`src/rtl/core/eanupc_pkg.sv`:
```
`default_nettype none
package eanupc_pkg;

  typedef enum logic [1:0] {
    CODE_EAN13 = 2'd0,
    CODE_EAN8  = 2'd1,
    CODE_UPCA  = 2'd2,
    CODE_UPCE  = 2'd3
  } code_type_t;

  localparam int unsigned NUM_DIGITS  = 13;
  localparam int unsigned DIGITS_W    = 4 * NUM_DIGITS;
  localparam int unsigned QUEUE_DEPTH = 2;

  localparam logic [6:0] GUARD_SIDE     = 7'h05;
  localparam logic [6:0] GUARD_MID      = 7'h0A;
  localparam logic [6:0] GUARD_UPCE_END = 7'h15;
  localparam logic [2:0] CNT_SIDE       = 3'd3;
  localparam logic [2:0] CNT_MID        = 3'd5;
  localparam logic [2:0] CNT_UPCE_END   = 3'd6;
  localparam logic [2:0] CNT_DIGIT      = 3'd7;

  // Index of the final segment for each symbology
  localparam logic [3:0] LAST_EAN13 = 4'd14;
  localparam logic [3:0] LAST_EAN8  = 4'd10;
  localparam logic [3:0] LAST_UPCA  = 4'd14;
  localparam logic [3:0] LAST_UPCE  = 4'd7;

  // Classified item as it waits between front and back
  typedef struct packed {
    code_type_t          code_type;
    logic [DIGITS_W-1:0] digits;
    logic [5:0]          parity;   // bit 5 for the first left digit, 1 = G code
    logic                bad;
  } desc_t;

  function automatic logic [3:0] digit_at(input logic [DIGITS_W-1:0] v, input logic [3:0] k);
    logic [3:0] d;
    d = 4'd0;
    for (int i = 0; i < NUM_DIGITS; i++) begin
      if (k == 4'(i)) d = v[DIGITS_W-1-4*i -: 4];
    end
    return d;
  endfunction

  function automatic logic [6:0] code_l(input logic [3:0] d);
    logic [6:0] c;
    case (d)
      4'd0:    c = 7'h0D;
      4'd1:    c = 7'h19;
      4'd2:    c = 7'h13;
      4'd3:    c = 7'h3D;
      4'd4:    c = 7'h23;
      4'd5:    c = 7'h31;
      4'd6:    c = 7'h2F;
      4'd7:    c = 7'h3B;
      4'd8:    c = 7'h37;
      4'd9:    c = 7'h0B;
      default: c = 7'h00;
    endcase
    return c;
  endfunction

  function automatic logic [6:0] code_g(input logic [3:0] d);
    logic [6:0] c;
    case (d)
      4'd0:    c = 7'h27;
      4'd1:    c = 7'h33;
      4'd2:    c = 7'h1B;
      4'd3:    c = 7'h21;
      4'd4:    c = 7'h1D;
      4'd5:    c = 7'h39;
      4'd6:    c = 7'h05;
      4'd7:    c = 7'h11;
      4'd8:    c = 7'h09;
      4'd9:    c = 7'h17;
      default: c = 7'h00;
    endcase
    return c;
  endfunction

  function automatic logic [5:0] ean13_parity(input logic [3:0] d);
    logic [5:0] p;
    case (d)
      4'd0:    p = 6'h00;
      4'd1:    p = 6'h0B;
      4'd2:    p = 6'h0D;
      4'd3:    p = 6'h0E;
      4'd4:    p = 6'h13;
      4'd5:    p = 6'h19;
      4'd6:    p = 6'h1C;
      4'd7:    p = 6'h15;
      4'd8:    p = 6'h16;
      4'd9:    p = 6'h1A;
      default: p = 6'h00;
    endcase
    return p;
  endfunction

  function automatic logic [5:0] upce_parity(input logic [3:0] d);
    logic [5:0] p;
    case (d)
      4'd0:    p = 6'h38;
      4'd1:    p = 6'h34;
      4'd2:    p = 6'h32;
      4'd3:    p = 6'h31;
      4'd4:    p = 6'h2C;
      4'd5:    p = 6'h26;
      4'd6:    p = 6'h23;
      4'd7:    p = 6'h2A;
      4'd8:    p = 6'h29;
      4'd9:    p = 6'h25;
      default: p = 6'h00;
    endcase
    return p;
  endfunction

  function automatic logic [3:0] used_digits(input code_type_t t);
    logic [3:0] n;
    case (t)
      CODE_EAN13: n = 4'd13;
      CODE_EAN8:  n = 4'd8;
      CODE_UPCA:  n = 4'd12;
      CODE_UPCE:  n = 4'd8;
      default:    n = 4'd13;
    endcase
    return n;
  endfunction

endpackage
`default_nettype wire

```
`src/rtl/core/eanupc_front.sv`:
```
`default_nettype none
// Classifies an incoming item: digit range check and L/G parity pattern.
module eanupc_front (
  input  wire logic [1:0]                     code_type,
  input  wire logic [eanupc_pkg::DIGITS_W-1:0] digits_bcd,
  output eanupc_pkg::desc_t                   desc
);

  eanupc_pkg::code_type_t ctype;
  logic [3:0]             used;
  logic                   bad;
  logic [3:0]             d0;
  logic [5:0]             par;

  assign ctype = eanupc_pkg::code_type_t'(code_type);
  assign used  = eanupc_pkg::used_digits(ctype);
  assign d0    = eanupc_pkg::digit_at(digits_bcd, 4'd0);

  always_comb begin
    bad = 1'b0;
    for (int i = 0; i < eanupc_pkg::NUM_DIGITS; i++) begin
      if ((4'(i) < used) &&
          (digits_bcd[eanupc_pkg::DIGITS_W-1-4*i -: 4] > 4'd9)) bad = 1'b1;
    end
  end

  always_comb begin
    case (ctype)
      eanupc_pkg::CODE_EAN13: par = eanupc_pkg::ean13_parity(d0);
      eanupc_pkg::CODE_UPCE: begin
        // nonzero number system flips the pattern
        par = eanupc_pkg::upce_parity(eanupc_pkg::digit_at(digits_bcd, 4'd7))
              ^ {6{d0 != 4'd0}};
      end
      default: par = 6'h00;
    endcase
  end

  always_comb begin
    desc.code_type = ctype;
    desc.digits    = digits_bcd;
    desc.parity    = par;
    desc.bad       = bad;
  end

endmodule
`default_nettype wire

```
`src/rtl/core/eanupc_queue.sv`:
```
`default_nettype none
// Small FIFO of classified items between front and back.
module eanupc_queue #(
  parameter int unsigned DEPTH = eanupc_pkg::QUEUE_DEPTH
) (
  input  wire logic          clk,
  input  wire logic          rst,
  input  wire logic          push,
  input  eanupc_pkg::desc_t  push_data,
  output logic               full,
  input  wire logic          pop,
  output logic               not_empty,
  output eanupc_pkg::desc_t  head
);

  localparam int unsigned PtrW = (DEPTH > 1) ? $clog2(DEPTH) : 1;
  localparam int unsigned CntW = $clog2(DEPTH + 1);

  eanupc_pkg::desc_t mem [DEPTH];
  logic [PtrW-1:0]   wr_ptr;
  logic [PtrW-1:0]   rd_ptr;
  logic [CntW-1:0]   count;
  logic              do_push;
  logic              do_pop;

  assign full      = (count == CntW'(DEPTH));
  assign not_empty = (count != '0);
  assign do_push   = push && !full;
  assign do_pop    = pop && not_empty;
  assign head      = mem[rd_ptr];

  function automatic logic [PtrW-1:0] wrap_inc(input logic [PtrW-1:0] p);
    return (p == PtrW'(DEPTH - 1)) ? '0 : p + 1'b1;
  endfunction

  always_ff @(posedge clk) begin
    if (do_push) mem[wr_ptr] <= push_data;
  end

  always_ff @(posedge clk) begin
    if (rst) begin
      wr_ptr <= '0;
      rd_ptr <= '0;
      count  <= '0;
    end else begin
      if (do_push) wr_ptr <= wrap_inc(wr_ptr);
      if (do_pop)  rd_ptr <= wrap_inc(rd_ptr);
      if (do_push && !do_pop)      count <= count + 1'b1;
      else if (do_pop && !do_push) count <= count - 1'b1;
    end
  end

endmodule
`default_nettype wire

```
`src/rtl/core/eanupc_back.sv`:
```
`default_nettype none
// Segment sequencer: queue head to output register, one segment per cycle unless stalled.
module eanupc_back (
  input  wire logic          clk,
  input  wire logic          rst,
  input  wire logic          head_valid,
  input  eanupc_pkg::desc_t  head,
  output logic               pop,
  output logic               out_valid,
  input  wire logic          out_ready,
  output logic [6:0]         module_bits,
  output logic [2:0]         module_count,
  output logic               long_bars,
  output logic               is_guard,
  output logic [3:0]         encoded_digit,
  output logic               last_segment,
  output logic               bad_digit
);

  logic [3:0] seg;
  logic [3:0] seg_next;
  logic       advance;
  logic       emit;

  logic [6:0] s_bits;
  logic [2:0] s_cnt;
  logic       s_long;
  logic       s_guard;
  logic [3:0] s_dig;
  logic       s_last;

  logic [3:0] last_idx;
  logic       is_left;
  logic       is_right;
  logic       is_mid;
  logic [3:0] k;
  logic [3:0] d;
  logic       use_g;

  assign advance = !out_valid || out_ready;
  assign emit    = advance && head_valid;
  assign pop     = emit && s_last;

  always_comb begin
    last_idx = eanupc_pkg::LAST_EAN13;
    is_left  = 1'b0;
    is_right = 1'b0;
    is_mid   = 1'b0;
    k        = 4'd0;
    case (head.code_type)
      eanupc_pkg::CODE_EAN13: begin
        last_idx = eanupc_pkg::LAST_EAN13;
        is_left  = (seg >= 4'd1) && (seg <= 4'd6);
        is_mid   = (seg == 4'd7);
        is_right = (seg >= 4'd8) && (seg <= 4'd13);
        k        = is_left ? seg : seg - 4'd1;
      end
      eanupc_pkg::CODE_EAN8: begin
        last_idx = eanupc_pkg::LAST_EAN8;
        is_left  = (seg >= 4'd1) && (seg <= 4'd4);
        is_mid   = (seg == 4'd5);
        is_right = (seg >= 4'd6) && (seg <= 4'd9);
        k        = is_left ? seg - 4'd1 : seg - 4'd2;
      end
      eanupc_pkg::CODE_UPCA: begin
        last_idx = eanupc_pkg::LAST_UPCA;
        is_left  = (seg >= 4'd1) && (seg <= 4'd6);
        is_mid   = (seg == 4'd7);
        is_right = (seg >= 4'd8) && (seg <= 4'd13);
        k        = is_left ? seg - 4'd1 : seg - 4'd2;
      end
      eanupc_pkg::CODE_UPCE: begin
        last_idx = eanupc_pkg::LAST_UPCE;
        is_left  = (seg >= 4'd1) && (seg <= 4'd6);
        k        = seg;
      end
      default: ;
    endcase
  end

  assign d     = eanupc_pkg::digit_at(head.digits, k);
  assign use_g = is_left && head.parity[3'(4'd6 - seg)];

  always_comb begin
    s_bits  = eanupc_pkg::GUARD_SIDE;
    s_cnt   = eanupc_pkg::CNT_SIDE;
    s_long  = 1'b1;
    s_guard = 1'b1;
    s_dig   = 4'd0;
    s_last  = (seg == last_idx);
    if (head.bad) begin
      s_bits  = 7'h00;
      s_cnt   = 3'd0;
      s_long  = 1'b0;
      s_guard = 1'b0;
      s_last  = 1'b1;
    end else if (is_left || is_right) begin
      s_bits  = is_right ? ~eanupc_pkg::code_l(d) :
                use_g    ? eanupc_pkg::code_g(d) : eanupc_pkg::code_l(d);
      s_cnt   = eanupc_pkg::CNT_DIGIT;
      s_guard = 1'b0;
      s_dig   = d;
      // UPC-A outer digits are drawn long
      s_long  = (head.code_type == eanupc_pkg::CODE_UPCA) &&
                ((is_left && seg == 4'd1) || (is_right && seg == 4'd13));
    end else if (is_mid) begin
      s_bits = eanupc_pkg::GUARD_MID;
      s_cnt  = eanupc_pkg::CNT_MID;
    end else if (s_last && head.code_type == eanupc_pkg::CODE_UPCE) begin
      s_bits = eanupc_pkg::GUARD_UPCE_END;
      s_cnt  = eanupc_pkg::CNT_UPCE_END;
    end
  end

  always_comb begin
    seg_next = seg;
    if (emit) seg_next = s_last ? 4'd0 : seg + 4'd1;
  end

  always_ff @(posedge clk) begin
    if (rst) begin
      seg       <= 4'd0;
      out_valid <= 1'b0;
    end else begin
      seg <= seg_next;
      if (advance) out_valid <= head_valid;
    end
  end

  always_ff @(posedge clk) begin
    if (emit) begin
      module_bits   <= s_bits;
      module_count  <= s_cnt;
      long_bars     <= s_long;
      is_guard      <= s_guard;
      encoded_digit <= s_dig;
      last_segment  <= s_last;
      bad_digit     <= head.bad;
    end
  end

endmodule
`default_nettype wire

```
`src/rtl/core/ean_upc_module_pattern_encoder_top.sv`:
```
`default_nettype none
// EAN-13 / EAN-8 / UPC-A / UPC-E module pattern encoder. Each accepted item (symbology plus
// packed BCD digits) produces one result per bar segment, guards included, in drawing order:
// 15 results for EAN-13 and UPC-A, 11 for EAN-8, 8 for UPC-E, or a single error result when
// a used digit is above 9. The back-end sequencer emits one segment per cycle unless out_ready
// stalls it; successive items run back to back with no gap. The front classifies an item in
// the cycle it is accepted and parks it in a QUEUE_DEPTH-entry queue, so input is taken while
// earlier items are still being emitted.
module ean_upc_module_pattern_encoder_top #(
  parameter int unsigned QUEUE_DEPTH = eanupc_pkg::QUEUE_DEPTH
) (
  input  wire logic                            clk,
  input  wire logic                            rst,
  input  wire logic                            in_valid,
  output logic                                 in_ready,
  input  wire logic [1:0]                      code_type,
  input  wire logic [eanupc_pkg::DIGITS_W-1:0] digits_bcd,
  output logic                                 out_valid,
  input  wire logic                            out_ready,
  output logic [6:0]                           module_bits,
  output logic [2:0]                           module_count,
  output logic                                 long_bars,
  output logic                                 is_guard,
  output logic [3:0]                           encoded_digit,
  output logic                                 last_segment,
  output logic                                 bad_digit
);

  eanupc_pkg::desc_t in_desc;
  eanupc_pkg::desc_t head;
  logic              q_full;
  logic              q_valid;
  logic              pop;

  assign in_ready = !q_full;

  eanupc_front u_front (
    .code_type  (code_type),
    .digits_bcd (digits_bcd),
    .desc       (in_desc)
  );

  eanupc_queue #(
    .DEPTH (QUEUE_DEPTH)
  ) u_queue (
    .clk       (clk),
    .rst       (rst),
    .push      (in_valid),
    .push_data (in_desc),
    .full      (q_full),
    .pop       (pop),
    .not_empty (q_valid),
    .head      (head)
  );

  eanupc_back u_back (
    .clk           (clk),
    .rst           (rst),
    .head_valid    (q_valid),
    .head          (head),
    .pop           (pop),
    .out_valid     (out_valid),
    .out_ready     (out_ready),
    .module_bits   (module_bits),
    .module_count  (module_count),
    .long_bars     (long_bars),
    .is_guard      (is_guard),
    .encoded_digit (encoded_digit),
    .last_segment  (last_segment),
    .bad_digit     (bad_digit)
  );

endmodule
`default_nettype wire

```
`config.mk`:
```
export PLATFORM = sky130hd
export DESIGN_NAME = ean_upc_module_pattern_encoder_top
export DESIGN_NICKNAME = d
export VERILOG_FILES = /design/src/rtl/core/eanupc_pkg.sv /design/src/rtl/core/eanupc_front.sv /design/src/rtl/core/eanupc_queue.sv /design/src/rtl/core/eanupc_back.sv /design/src/rtl/core/ean_upc_module_pattern_encoder_top.sv
export SDC_FILE = /design/constraint.sdc
export NUM_CORES = 1
export LEC_CHECK = 0
export ABC_AREA = 1
export BUFFER_PORTS_ARGS = -buffer_cell sky130_fd_sc_hd__buf_2
export CAP_MARGIN = 20
export CORE_ASPECT_RATIO = 0.5
export CORE_MARGIN = 5
export CORE_UTILIZATION = 50
export DETAILED_ROUTE_END_ITERATION = 10
export HOLD_SLACK_MARGIN = 0.05
export PLACE_DENSITY = 0.79
export SKIP_CTS_REPAIR_TIMING = 1
export SYNTH_ARGS = -nofsm -noshare
export SYNTH_HDL_FRONTEND = slang
export SYNTH_SLANG_ARGS = --single-unit
```
`constraint.sdc`:
```
create_clock -name clk -period 10.48 [get_ports clk]
set_clock_uncertainty 0.05 [all_clocks]
set_input_delay 1.572 -clock clk [delete_from_list [all_inputs] [get_ports clk]]
set_output_delay 1.572 -clock clk [all_outputs]
set_load 0.05 [all_outputs]
```
==> impl_metrics.json <==
{
  "setup_viol": 0,
  "relSlewSlack_pct": 35.9,
  "drive_gt1_share_pct": 23.2,
  "rsz0062_at_grt": "false",
  "synth_cell_types": 53,
  "wl_per_cell_um": 16.3,
  "final_common_cell": "nand2_1",
  "synthSimpleGateAreaFrac_pct": 23.9,
  "max-cap-violations": 0,
  "cts_tree": "built",
  "place_ws_ns": 5.74,
  "yosys_warnings": 0,
  "synth_mux_area_share_pct": 0.515,
  "critPathArrivalTime_ns": 4.96,
  "clk_path_buf_depth": 2,
  "endpoint_kind": "flop",
  "dr.pass1.iters": 6,
  "die_y_um": 98.2,
  "grt_pass1_vias": 5637,
  "startpoint_type": "flop",
  "status": "complete, no violations",
  "grt_first_pass_wirelength_mm": 28.6,
  "clock.fmax_mhz": 207,
  "synth_edf_count": 140,
  "synthAdderAreaFrac_pct": 3.70,
  "p_leak_nw": 3.62,
  "hold_class": "reg2reg",
  "cp_data_required_time_ns": 10.61,
  "area_delta_synth_final_pct": 15.0,
  "overflow": 0,
  "cts-root-buf": "clkbuf_16",
  "grt.total_usage_pct": 19.2,
  "synth_flop_cell": "edfxtp_1",
  "die_area_um2": 18300,
  "tns_ns": 0,
  "fillers": 1305,
  "start_util_pct": 50.7,
  "ff_latch_area_um2": 4410,
  "antenna_cells": 0,
  "ios": 78,
  "synth-seq-cells": 150,
  "finalCritPeriodShare_pct": 46.1,
  "drt_wl_total_mm": 17.5,
  "floorplan.core_area_um2": 15300,
  "yosysSeqAreaShare_pct": 56.6,
  "p_per_area_nw_per_um2": 309,
  "layout_common_cells": "nand2_1 (177), edfxtp_1 (140), buf_2 (77), nor2_1 (70), inv_1 (56)",
  "synth_cells": 778,
  "syn_area_um2": 7780,
  "synth_xor_area_share_pct": 0.676,
  "finalWorstSetupSlack_ns": 5.65,
  "fp-row-count": 32,
  "synth_top_family_by_area": "simple AND/OR/NAND/NOR gates",
  "syn_area_per_cell_um2": 10.0,
  "cts.htree.levels": 4,
  "layout_min_cycle_time_ns": 4.83,
  "port_buffers": 77,
  "ant_nets": 0,
  "async_reset_ff_share_pct": 0,
  "grt_start_max_net_pins": 66,
  "cp_common_cell": "nand2_1",
  "syn_nets": 859,
  "vias_per_cell": 5.42,
  "worst_pin_slew_ns": 0.962,
  "drt_iter0_markers": 588,
  "cpPeakStageDelay_ns": 0.58,
  "cp_slowest_cell": "inv_2",
  "insertion_delay_ns": 0.43,
  "dp_hpwl_mm": 12.2,
  "cts_buffers": 17,
  "drc_errors": 0,
  "clock_sinks": 150,
  "crit_fanout": 65,
  "multi_input_area_um2": 3010,
  "nNetsFinal": 939,
  "hold_violations": 0,
  "worstSetupPathType": "reg2reg",
  "antenna_found_initial": 0,
  "ir_drop_v": 0.000216,
  "final_max_slew_viol_count": 0,
  "globalplace.congestion": 0.931,
  "synth_compound_area_share_pct": 9.59,
  "clk_pin_slew_ns": 0.06,
  "num_vias": 5826,
  "die-width_um": 186
}
## layout make-up
cell class                 instances  share of cell area [%]
tap                              204                    2.85
timing repair buffer              80                    4.56
clock buffer                      17                    4.75
inverter                          70                    2.98
multi-input combinational        539                    33.6
sequential                       150                    49.2
clock inverter                    15                    2.01
## registers in the layout, summed over array words and instances, names as in the netlist, 2 cells and up, named ones only
signal and flops:
u_back.module_bits 7, u_back.seg 4, u_back.module_count 3, u_queue.mem 122, u_back.encoded_digit 4, u_queue.count 2
## logic make-up after synthesis
logic type	count (synthesis)
muxes	4
and+or+nand+nor	384
adders and majority gates	23
buffers and inverters	89
xor gates and xnor gates	6
AOI/OAI and AO/OA	122
DFF	150
## power breakdown
group,switching (mW),internal [mW]
clock,0.276,0.342
combinational,0.953,0.385
sequential,0.0265,0.781
total,1.26,1.51
## synth_stat cells (2+ instances only)
cell,instances,share of area (%)
edfxtp_1,140,54
nor2_2,12,0.97
inv_1,56,2.7
buf_6,6,0.87
dfxtp_1,10,2.6
nand2_4,8,1.2
o22ai_1,2,0.16
o211ai_1,22,2.1
nor2_1,72,3.5
or2_2,21,1.7
xor2_1,5,0.56
nor3_1,5,0.32
nand4_1,9,0.72
clkinv_1,3,0.14
nand2_2,14,1.1
nand2_1,177,8.5
o21ai_1,8,0.51
nor3b_1,2,0.19
inv_2,9,0.43
a211oi_1,2,0.19
a31oi_1,3,0.24
o41ai_1,2,0.23
o21ai_0,31,2.0
nand3_1,43,2.8
clkbuf_1,10,0.48
ha_1,23,3.7
buf_2,3,0.19
a21oi_1,39,2.5
nor2_4,8,1.2
nand3_2,7,0.90
mux2i_1,4,0.51
## metal layers
metal	global-route usage (%)	wire [um]
met5	0	0
met4	6.37	302
met3	4.64	1400
met2	30.3	7930
met1	26.4	7860
## metrics by stage
stage	cell area (um2)	total power, mW	std cells	hold slack [ns]	utilization, %
global route	8950	2.96	1075	0.495	58.3
CTS	8950	2.76	1075	0.473	58.3
global placement	8340	2.11	1043	0.443	54.4
floorplan	7780	1.87	778	0.429	-
detailed placement	8340	2.13	1043	0.453	54.4
finish	8950	2.76	1075	0.467	58.3
## worst paths after layout
| path | startpoint | to | slack, ns | cells after the start |
|---|---|---|---|---|
| worst min-delay path | u_queue.count[0] | u_queue.count[0] | 0.47 | 2 |
| worst max register to register | flop | u_back.module_bits[2] | 5.65 | 29 |
| worst max-delay path | flop | u_back.module_bits[2] | 5.65 | 29 |
| worst min register to register | u_queue.count[0] | u_queue.count[0] | 0.47 | 2 |
## critical path, delay by kind of cell, from the launching register on
| family | cells | cell delay (ns) |
|---|---|---|
| buffers and inverters | 5 | 1.40 |
| flip-flops | 1 | 0.31 |
| AO/OA/AOI/OAI | 2 | 0.24 |
| AND/OR/NAND/NOR | 20 | 2.17 |
| adder cells (fa/ha/maj) | 2 | 0.41 |
Power figures use the tool's default switching activity.
